<file path="config.mk">
export PLATFORM = sky130hd
export DESIGN_NAME = tridiagonal_sturm_sign_count_top
export DESIGN_NICKNAME = d
export VERILOG_FILES = /design/src/hw/rtl/stsc_pkg.sv /design/src/hw/rtl/stsc_div.sv /design/src/hw/rtl/tridiagonal_sturm_sign_count_top.sv
export VERILOG_INCLUDE_DIRS = /design/src /design/src/hw/rtl
export SDC_FILE = /design/constraint.sdc
export NUM_CORES = 2
export LEC_CHECK = 0
export BUFFER_PORTS_ARGS = -buffer_cell sky130_fd_sc_hd__buf_2
export CAP_MARGIN = 20
export CORE_UTILIZATION = 45
export DETAILED_ROUTE_END_ITERATION = 8
export PLACE_DENSITY = 0.65
export SLEW_MARGIN = 10
export SYNTH_ARGS = -nofsm -noshare
export SYNTH_HDL_FRONTEND = slang
export SYNTH_HIERARCHICAL = 1
export SYNTH_SLANG_ARGS = --single-unit
</file>
<file path="constraint.sdc">
create_clock -name clock -period 15.15 [get_ports clock]
set_input_delay 1.515 -clock clock [delete_from_list [all_inputs] [get_ports clock]]
set_output_delay 1.515 -clock clock [all_outputs]
set_load 0.03 [all_outputs]
</file>
<file path="src/hw/rtl/tridiagonal_sturm_sign_count_top_assert.svh">
// assertion macros for the sturm sign count block
// used by tridiagonal_sturm_sign_count_top, no other dependencies
`ifndef TRIDIAGONAL_STURM_SIGN_COUNT_TOP_ASSERT_SVH
`define TRIDIAGONAL_STURM_SIGN_COUNT_TOP_ASSERT_SVH

// same-cycle implication, checked out of reset
`define STSC_ASSERT_NOW(lbl, ante, cons, msg) \
   lbl: assert property (@(posedge clock) disable iff (reset) (ante) |-> (cons)) \
      else $error(msg);

// next-cycle implication, checked out of reset
`define STSC_ASSERT_NEXT(lbl, ante, cons, msg) \
   lbl: assert property (@(posedge clock) disable iff (reset) (ante) |=> (cons)) \
      else $error(msg);

`endif

</file>
<file path="src/hw/rtl/stsc_pkg.sv">
// shared types and constants for the sturm sign count block
// no dependencies; used by stsc_div, tridiagonal_sturm_sign_count_top and tb_top
package stsc_pkg;

   localparam int COUNT_W = 11;

   localparam logic signed [31:0] Q_MAX = 32'sh7FFF_FFFF;
   localparam logic signed [31:0] Q_MIN = 32'sh8000_0000;

   // one matrix row
   typedef struct packed {
      logic signed [31:0] diag_value;
      logic signed [31:0] sub_value;
      logic signed [31:0] super_value;
      logic               last_row;
   } req_type;

   // one result beat
   typedef struct packed {
      logic [COUNT_W-1:0] sign_changes;
      logic               zero_pivot;
   } rsp_type;

   // divider request: start pulse with operands
   typedef struct packed {
      logic               start;
      logic signed [31:0] num;
      logic signed [31:0] den;
   } div_req_type;

   // divider response: done pulse with saturated quotient
   typedef struct packed {
      logic               done;
      logic signed [31:0] quot;
   } div_rsp_type;

endpackage

</file>
<file path="src/hw/rtl/stsc_div.sv">
// iterative q16.16 divider, (num * 2^16) / den truncated toward zero, saturated
// depends on stsc_pkg for the request and response structs
module stsc_div (
   input  logic                 clock,
   input  logic                 reset,
   input  stsc_pkg::div_req_type div_req,
   output stsc_pkg::div_rsp_type div_rsp
);

   localparam int DIVIDEND_W = 48;
   localparam int STEP_BITS  = 2;
   localparam int STEPS      = DIVIDEND_W / STEP_BITS;
   localparam int CNT_W      = $clog2(STEPS);

   localparam logic [1:0] D_IDLE = 2'd0;
   localparam logic [1:0] D_RUN  = 2'd1;
   localparam logic [1:0] D_FIX  = 2'd2;

   logic [1:0]            state_ff, state_in;
   logic [CNT_W-1:0]      cnt_ff, cnt_in;
   logic                  done_ff, done_in;
   logic                  neg_ff, neg_in;
   logic [31:0]           rem_ff, rem_in;
   logic [DIVIDEND_W-1:0] quo_ff, quo_in;
   logic [31:0]           dmag_ff, dmag_in;
   logic signed [31:0]    quot_ff, quot_in;

   logic [31:0]           num_mag;
   logic [31:0]           den_mag;
   logic [31:0]           step_rem;
   logic [DIVIDEND_W-1:0] step_quo;
   logic [32:0]           trial;

   // operand magnitudes, most negative value maps to 2^31
   assign num_mag = div_req.num[31] ? (~div_req.num + 32'd1) : div_req.num;
   assign den_mag = div_req.den[31] ? (~div_req.den + 32'd1) : div_req.den;

   // restoring division, two quotient bits a cycle
   always_comb begin
      step_rem = rem_ff;
      step_quo = quo_ff;
      trial    = '0;
      for (int i = 0; i < STEP_BITS; i++) begin
         trial = {step_rem, step_quo[DIVIDEND_W-1]};
         if (trial >= {1'b0, dmag_ff}) begin
            step_rem = 32'(trial - {1'b0, dmag_ff});
            step_quo = {step_quo[DIVIDEND_W-2:0], 1'b1};
         end else begin
            step_rem = trial[31:0];
            step_quo = {step_quo[DIVIDEND_W-2:0], 1'b0};
         end
      end
   end

   // sequencer
   always_comb begin
      state_in = state_ff;
      cnt_in   = cnt_ff;
      done_in  = 1'b0;
      neg_in   = neg_ff;
      rem_in   = rem_ff;
      quo_in   = quo_ff;
      dmag_in  = dmag_ff;
      quot_in  = quot_ff;
      unique case (state_ff)
         D_IDLE: begin
            if (div_req.start) begin
               neg_in = div_req.num[31] ^ div_req.den[31];
               if (div_req.den == '0) begin
                  // zero divisor: saturate by the sign of the numerator
                  done_in = 1'b1;
                  if (div_req.num[31]) begin
                     quot_in = stsc_pkg::Q_MIN;
                  end else if (div_req.num != '0) begin
                     quot_in = stsc_pkg::Q_MAX;
                  end else begin
                     quot_in = '0;
                  end
               end else begin
                  rem_in   = '0;
                  quo_in   = {num_mag, 16'd0};
                  dmag_in  = den_mag;
                  cnt_in   = '0;
                  state_in = D_RUN;
               end
            end
         end
         D_RUN: begin
            rem_in = step_rem;
            quo_in = step_quo;
            cnt_in = cnt_ff + CNT_W'(1);
            if (cnt_ff == CNT_W'(STEPS - 1)) begin
               state_in = D_FIX;
            end
         end
         D_FIX: begin
            // apply sign and saturate
            if (neg_ff) begin
               if (quo_ff > 48'h0000_8000_0000) begin
                  quot_in = stsc_pkg::Q_MIN;
               end else begin
                  quot_in = ~quo_ff[31:0] + 32'd1;
               end
            end else begin
               if (quo_ff > 48'h0000_7FFF_FFFF) begin
                  quot_in = stsc_pkg::Q_MAX;
               end else begin
                  quot_in = quo_ff[31:0];
               end
            end
            done_in  = 1'b1;
            state_in = D_IDLE;
         end
         default: begin
            state_in = D_IDLE;
         end
      endcase
   end

   always_ff @(posedge clock) begin
      if (reset) begin
         state_ff <= D_IDLE;
         cnt_ff   <= '0;
         done_ff  <= 1'b0;
      end else begin
         state_ff <= state_in;
         cnt_ff   <= cnt_in;
         done_ff  <= done_in;
      end
      neg_ff  <= neg_in;
      rem_ff  <= rem_in;
      quo_ff  <= quo_in;
      dmag_ff <= dmag_in;
      quot_ff <= quot_in;
   end

   assign div_rsp.done = done_ff;
   assign div_rsp.quot = quot_ff;

endmodule

</file>
<file path="src/hw/rtl/tridiagonal_sturm_sign_count_top.sv">
// Sturm sequence sign counter for a symmetric tridiagonal matrix, Q16.16.
// Depends on stsc_pkg, stsc_div and tridiagonal_sturm_sign_count_top_assert.svh.
//
// Usage:
//  - csr_wr_en / csr_wr_data load the shift lambda; write only while idle.
//  - req_* takes one matrix row per beat (valid/ready); last_row ends a matrix.
//  - rsp_* gives one beat per matrix: sign change count and zero pivot flag.
// Row flow:
//  - a row that is not last registers the shifted diagonal, the 32x32
//    product and the pivot in turn, then the radix-4 divider (24 steps
//    and a fix-up) forms super / pivot; req_ready is low for all of that
//  - the last row skips the divider: product, pivot, update, then emit
// Stalls: the result sits in an output register; the block keeps taking rows
//  of the next matrix, and only holds at its final row while the previous
//  result beat is still waiting.
// Reset: synchronous, active high; lambda returns to 0, the carried recurrence state
//  and the output valid flag are cleared; the output data register is not.
module tridiagonal_sturm_sign_count_top #(
   parameter int MAX_ORDER = 1024
) (
   input  logic              clock,
   input  logic              reset,
   input  logic              csr_wr_en,
   input  logic signed [31:0] csr_wr_data,
   input  logic              req_valid,
   output logic              req_ready,
   input  stsc_pkg::req_type req_data,
   output logic              rsp_valid,
   input  logic              rsp_ready,
   output stsc_pkg::rsp_type rsp_data
);

`include "tridiagonal_sturm_sign_count_top_assert.svh"

   localparam int CW = stsc_pkg::COUNT_W;
   localparam logic [CW-1:0] COUNT_CAP = CW'((MAX_ORDER < 2047) ? MAX_ORDER : 2047);

   localparam logic [2:0] S_IDLE = 3'd0;
   localparam logic [2:0] S_MUL  = 3'd1;
   localparam logic [2:0] S_PIV  = 3'd2;
   localparam logic [2:0] S_UPD  = 3'd3;
   localparam logic [2:0] S_DIV  = 3'd4;
   localparam logic [2:0] S_EMIT = 3'd5;

   logic [2:0]          state_ff, state_in;
   logic signed [31:0]  shift_ff, shift_in;
   stsc_pkg::req_type   row_ff, row_in;
   logic signed [31:0]  shifted_ff, shifted_in;
   logic signed [63:0]  prod_ff, prod_in;
   logic signed [31:0]  pivot_ff, pivot_in;
   logic signed [31:0]  prev_ff, prev_in;
   logic signed [31:0]  ratio_ff, ratio_in;
   logic [CW-1:0]       count_ff, count_in;
   logic                mid_ff, mid_in;
   logic                zero_ff, zero_in;
   logic                rsp_valid_ff, rsp_valid_in;
   stsc_pkg::rsp_type   rsp_data_ff, rsp_data_in;

   stsc_pkg::div_req_type div_req;
   stsc_pkg::div_rsp_type div_rsp;

   logic               req_fire;
   logic [32:0]        shift_diff;
   logic [32:0]        piv_diff;
   logic signed [31:0] prod_q;
   logic               bump;
   logic               out_free;

   assign req_fire = req_valid && req_ready;
   assign out_free = !rsp_valid_ff || rsp_ready;

   // diag - lambda, saturated
   assign shift_diff = {req_data.diag_value[31], req_data.diag_value}
                     - {shift_ff[31], shift_ff};

   // product floor-shifted by 16, saturated to 32 bits
   always_comb begin
      if (prod_ff[63:47] == '0 || prod_ff[63:47] == '1) begin
         prod_q = prod_ff[47:16];
      end else if (prod_ff[63]) begin
         prod_q = stsc_pkg::Q_MIN;
      end else begin
         prod_q = stsc_pkg::Q_MAX;
      end
   end

   // pivot difference; on a first row the ratio is zero so the product is too
   assign piv_diff = {shifted_ff[31], shifted_ff} - {prod_q[31], prod_q};

   // sign change against previous pivot, or against +1 on a first row
   always_comb begin
      if (!mid_ff) begin
         bump = pivot_ff[31];
      end else begin
         bump = (prev_ff[31] && !pivot_ff[31] && pivot_ff != '0)
             || (pivot_ff[31] && !prev_ff[31] && prev_ff != '0);
      end
   end

   // divider request
   assign div_req.start = (state_ff == S_UPD) && !row_ff.last_row;
   assign div_req.num   = row_ff.super_value;
   assign div_req.den   = pivot_ff;

   stsc_div u_div (
      .clock   (clock),
      .reset   (reset),
      .div_req (div_req),
      .div_rsp (div_rsp)
   );

   // row sequencer
   always_comb begin
      state_in     = state_ff;
      shift_in     = csr_wr_en ? csr_wr_data : shift_ff;
      row_in       = row_ff;
      shifted_in   = shifted_ff;
      prod_in      = prod_ff;
      pivot_in     = pivot_ff;
      prev_in      = prev_ff;
      ratio_in     = ratio_ff;
      count_in     = count_ff;
      mid_in       = mid_ff;
      zero_in      = zero_ff;
      rsp_valid_in = rsp_valid_ff && !rsp_ready;
      rsp_data_in  = rsp_data_ff;
      unique case (state_ff)
         S_IDLE: begin
            if (req_fire) begin
               row_in = req_data;
               if (shift_diff[32] != shift_diff[31]) begin
                  shifted_in = shift_diff[32] ? stsc_pkg::Q_MIN : stsc_pkg::Q_MAX;
               end else begin
                  shifted_in = shift_diff[31:0];
               end
               state_in = S_MUL;
            end
         end
         S_MUL: begin
            prod_in  = row_ff.sub_value * ratio_ff;
            state_in = S_PIV;
         end
         S_PIV: begin
            if (piv_diff[32] != piv_diff[31]) begin
               pivot_in = piv_diff[32] ? stsc_pkg::Q_MIN : stsc_pkg::Q_MAX;
            end else begin
               pivot_in = piv_diff[31:0];
            end
            state_in = S_UPD;
         end
         S_UPD: begin
            if (bump && count_ff < COUNT_CAP) begin
               count_in = count_ff + CW'(1);
            end
            if (pivot_ff == '0) begin
               zero_in = 1'b1;
            end
            if (row_ff.last_row) begin
               state_in = S_EMIT;
            end else begin
               prev_in  = pivot_ff;
               mid_in   = 1'b1;
               state_in = S_DIV;
            end
         end
         S_DIV: begin
            if (div_rsp.done) begin
               ratio_in = div_rsp.quot;
               state_in = S_IDLE;
            end
         end
         S_EMIT: begin
            // hand the result over and start a fresh matrix
            if (out_free) begin
               rsp_valid_in             = 1'b1;
               rsp_data_in.sign_changes = count_ff;
               rsp_data_in.zero_pivot   = zero_ff;
               prev_in                  = '0;
               ratio_in                 = '0;
               count_in                 = '0;
               mid_in                   = 1'b0;
               zero_in                  = 1'b0;
               state_in                 = S_IDLE;
            end
         end
         default: begin
            state_in = S_IDLE;
         end
      endcase
   end

   always_ff @(posedge clock) begin
      if (reset) begin
         state_ff     <= S_IDLE;
         shift_ff     <= '0;
         prev_ff      <= '0;
         ratio_ff     <= '0;
         count_ff     <= '0;
         mid_ff       <= 1'b0;
         zero_ff      <= 1'b0;
         rsp_valid_ff <= 1'b0;
      end else begin
         state_ff     <= state_in;
         shift_ff     <= shift_in;
         prev_ff      <= prev_in;
         ratio_ff     <= ratio_in;
         count_ff     <= count_in;
         mid_ff       <= mid_in;
         zero_ff      <= zero_in;
         rsp_valid_ff <= rsp_valid_in;
      end
      row_ff      <= row_in;
      shifted_ff  <= shifted_in;
      prod_ff     <= prod_in;
      pivot_ff    <= pivot_in;
      rsp_data_ff <= rsp_data_in;
   end

   assign req_ready = (state_ff == S_IDLE);
   assign rsp_valid = rsp_valid_ff;
   assign rsp_data  = rsp_data_ff;

   // checks
   `STSC_ASSERT_NOW(a_count_capped, rsp_valid, rsp_data.sign_changes <= COUNT_CAP,
      "sign count above cap")
   `STSC_ASSERT_NEXT(a_busy_after_row, req_fire, !req_ready,
      "row accepted while previous still in progress")
   `STSC_ASSERT_NOW(a_fresh_matrix, !mid_ff && state_ff == S_IDLE,
      count_ff == '0 && ratio_ff == '0 && !zero_ff, "state not cleared between matrices")
   `STSC_ASSERT_NEXT(a_div_only_mid_row, div_req.start, state_ff == S_DIV && mid_ff,
      "divider started outside a continuing row")

endmodule

</file>
==> results by group <==
Layout
  – Synth-to-Final Area Change: 7.24%
  – NumNets Final: just under 8000
  – FILL cells: around 13000
  – Storage cell area: about 12000 um2
  – Util after Layout: 0.487
  – Biggest regs: prod_ff (48), u_div/quo_ff (48), row_ff (33)
  – Multi-input gate area: around 44000 um2
  – Layout cells sized above 1: 0.0641

Global route
  – GRT Util Overall: 0.242
  – Initial antenna violation count: 6
  – First-pass GRT wire length: 262000 um
  – Vias in the first global route: 47200
  – Largest net degree at the start of global routing: 76
  – Grt total ovfl: 0

Routing
  – DRT Wirelength: between 150000 and 200000 um
  – Drt first pass iters: 7
  – Vias: roughly 45000
  – Residual DRC: 0
  – DR WL/cell: 19.8 um
  – Antenna Nets Post-Route: 0
  – Via density: 5.48
  – Number of DRC markers in iteration 0: roughly 3100

Clock network
  – Clock Latency Late Sink: 0.69 ns
  – PostCTS Resize Cnt: 0
  – Clock tree buffer depth: 3
  – Hold Buf Count CTS: 0
  – CTS Buf Count: 56
  – Number of setup buffers added after CTS: 0
  – TritonCTS clock tree: done
  – Clk Tree Root Cell: clkbuf_16
  – Clock-pin transition on the worst setup and hold timing paths: around 0.06 ns
  – CTS sink count: about 460
  – H-tree lvl count: 2

STA
  – Peak Freq: roughly 0.11 GHz
  – Max Slew Vio Count: 0
  – Relative slew margins: 0.222
  – Clock Skews: about 0.047 ns
  – Final period util: 0.574
  – Setup TNS Final: 0 ns
  – Min Tclk post-route: approximately 8.7 ns
  – Final hold violation count: 0
  – Final setup vio count: 0
  – Worst-margin pin slew: 1.17 ns
  – RSZ-0062 raised after global routing: no

Logic synthesis
  – Syn_area_per_cell: roughly 9.6 um2
  – Seq/Total Area, Yosys: 0.203
  – Post-synth EDFFs: roughly 330
  – Top post-synthesis cells by area: fa_1 (35%), edfxtp_1 (16%), inv_1 (6.5%)
  – Most common flop cell mapped by yosys: edfxtp_1
  – Post-Syn Instances: around 6400
  – Syn nets: a little under 8000
  – Cell Area, Synth: between 60000 and 70000 um2
  – Yosys top cell by area: fa_1
  – Synth Register Bits: about 460
  – YS warnings: 6
  – Yosys top cell area share: 0.353
  – Async SR Flop Fraction: 0
  – Unique masters post-synth: 96

Power
  – PwrDens: between 50 and 60 nW/um2
  – Total power: 3.70 mW
  – Peak VDD IR: between 100 and 150 uV
  – Leakage power: 30.3 nW

Worst setup path
  – Critical Path RT: between 15 and 20 ns
  – Worst reg2reg setup slack: ~6.4 ns
  – Type of origin of the critical path: flip-flop
  – Setup Crit Path Kind: reg -> reg
  – Arrival @ worst endpoint: roughly 9.1 ns
  – Crit-path max FO: 19
  – Crit. End Element: flip-flop

Placement
  – DP HPWL: roughly 120000 um
  – Gpl congestion: 0.915
  – PortBufs: around 150

Floorplanning
  – Core area: 135000 um2
  – Width of the chip: about 370 um
  – Die Y: roughly 370 um
  – # IOs: 148
  – Row count: approximately 140
  – Starting Density: 0.454
  – Die area: 138000 um2

Worst hold path
  – Hold WC Path Type: reg -> reg

Flow run
  – Maxcap violations: 0

Outcome
  – Status: finished, final reports clean
-- path summary, 6_finish.rpt --
kind              cells after the start       start     endpoint
setup reg to reg                     22  row_ff[64]  prod_ff[60]
setup / recovery                     22  row_ff[64]  prod_ff[60]
hold / removal                        0     zero_ff  rsp_data[0]
hold reg to reg                       0     zero_ff  rsp_data[0]
-- cells by family after synthesis --
kind of cell / after synthesis / share of synthesized area
buffers and inverters: 1383 / 0.0850
DFF: 455 / 0.203
xor gates and xnor gates: 245 / 0.0349
muxes: 41 / 0.00684
AOI/OAI and AO/OA: 939 / 0.0952
and+or+nand+nor: 1920 / 0.156
adders and majority gates: 1416 / 0.420
-- Yosys cell counts, types with 6 or more instances --
cell,count
o21bai_1,18
a211oi_1,23
or3_1,26
xor2_1,102
fa_1,1085
a31o_2,6
and4_1,7
nand4_1,45
nand3_1,108
inv_1,1070
a2111oi_0,8
dfxtp_1,121
a31oi_1,27
or2_2,11
nand3b_1,7
buf_2,13
clkbuf_1,284
nor2b_1,54
and2_1,532
o31ai_1,34
a21boi_0,6
buf_1,10
nor4_1,36
maj3_1,17
xnor2_1,143
mux2i_1,33
nand2b_1,29
and3_1,21
o211ai_1,27
o41ai_1,9
edfxtp_1,334
a21o_1,103
o21ai_1,10
o21a_1,31
nand2_1,733
nor3_1,64
mux2_2,8
o21ai_0,260
nor3b_1,9
a21oi_1,267
a22oi_1,36
ha_1,313
nor2_1,210
-- where the power goes --
| part | switching, mW | total, mW | internal (mW) |
|---|---|---|---|
| clock | 0.596 | 1.37 | 0.778 |
| sequential | 0.0580 | 1.50 | 1.45 |
| combinational | 0.522 | 0.822 | 0.300 |
| total | 1.18 | 3.70 | 2.52 |
-- stage by stage --
step / setup WS [ns] / hold WS, ns / instances / area [um2]
2_1_floorplan: 7.39 / 0.408 / 6399 / 61500
3_3_place_gp: 6.34 / 0.421 / 8102 / 64000
3_5_place_dp: 6.14 / 0.420 / 8102 / 64000
4_1_cts: 6.13 / 0.443 / 8207 / 65900
5_1_grt: 6.05 / 0.454 / 8211 / 65900
6_report: 6.45 / 0.441 / 8211 / 65900
-- critical path: stages (launching register included) --
cell and delay (ns):
edfxtp_1 0.75, buf_8 0.25, nand2_1 0.11, inv_1 0.16
fa_1 0.46, fa_1 0.50, fa_1 0.75, fa_1 1.02
inv_1 0.38, fa_1 0.57, inv_1 0.05, fa_1 0.55
fa_1 0.43, fa_1 0.46, ha_1 0.40, a21oi_1 0.22
o21ai_0 0.14, a2111o_1 0.41, o31a_1 0.33, o21ai_2 0.17
a21oi_2 0.10, a21oi_2 0.15, xnor2_1 0.07
-- layout by cell type (no fill, tap or decap), types with 9 or more instances in the layout --
| cell | n |
|---|---|
| inv_1 | 1070 |
| o21ai_0 | 260 |
| xnor2_1 | 143 |
| nand3_1 | 107 |
| a21oi_1 | 267 |
| dfxtp_1 | 109 |
| buf_2 | 146 |
| and3_1 | 21 |
| nand2_1 | 733 |
| mux2i_1 | 33 |
| or3_1 | 26 |
| nor2_1 | 203 |
| a22oi_1 | 36 |
| a31oi_1 | 26 |
| nor3_1 | 64 |
| o31ai_1 | 34 |
| dfxtp_2 | 12 |
| nor4_1 | 36 |
| ha_1 | 313 |
| nand2b_1 | 28 |
| o211ai_1 | 27 |
| edfxtp_1 | 334 |
| a21o_1 | 103 |
| o21bai_1 | 18 |
| xor2_1 | 102 |
| or2_2 | 11 |
| nor2b_1 | 51 |
| fa_1 | 1085 |
| nand4_1 | 45 |
| buf_4 | 87 |
| o21a_1 | 31 |
| a211oi_1 | 23 |
| and2_1 | 531 |
| maj3_1 | 17 |
| clkbuf_16 | 58 |
| nor3b_1 | 9 |
| o21ai_1 | 10 |
| clkbuf_1 | 10 |
-- layout make-up --
class / instances / share of cell area
Antenna cell: 1 / 0.0000379
Clock buffer: 77 / 0.0240
Clock inverter: 28 / 0.00484
Inverter: 1072 / 0.0610
Multi-Input combinational cell: 4561 / 0.666
Sequential cell: 455 / 0.189
Tap cell: 1781 / 0.0338
Timing Repair Buffer: 236 / 0.0216
-- metal layers --
metal  track usage  vias up  wire length (um)
met3        0.0323      299              9600
met1         0.324    23000             69100
met5             0        -                40
li1              -    20400                 -
met2         0.403     1333             78200
met4        0.0831        6              5910
(Power assumes the default switching activity.)
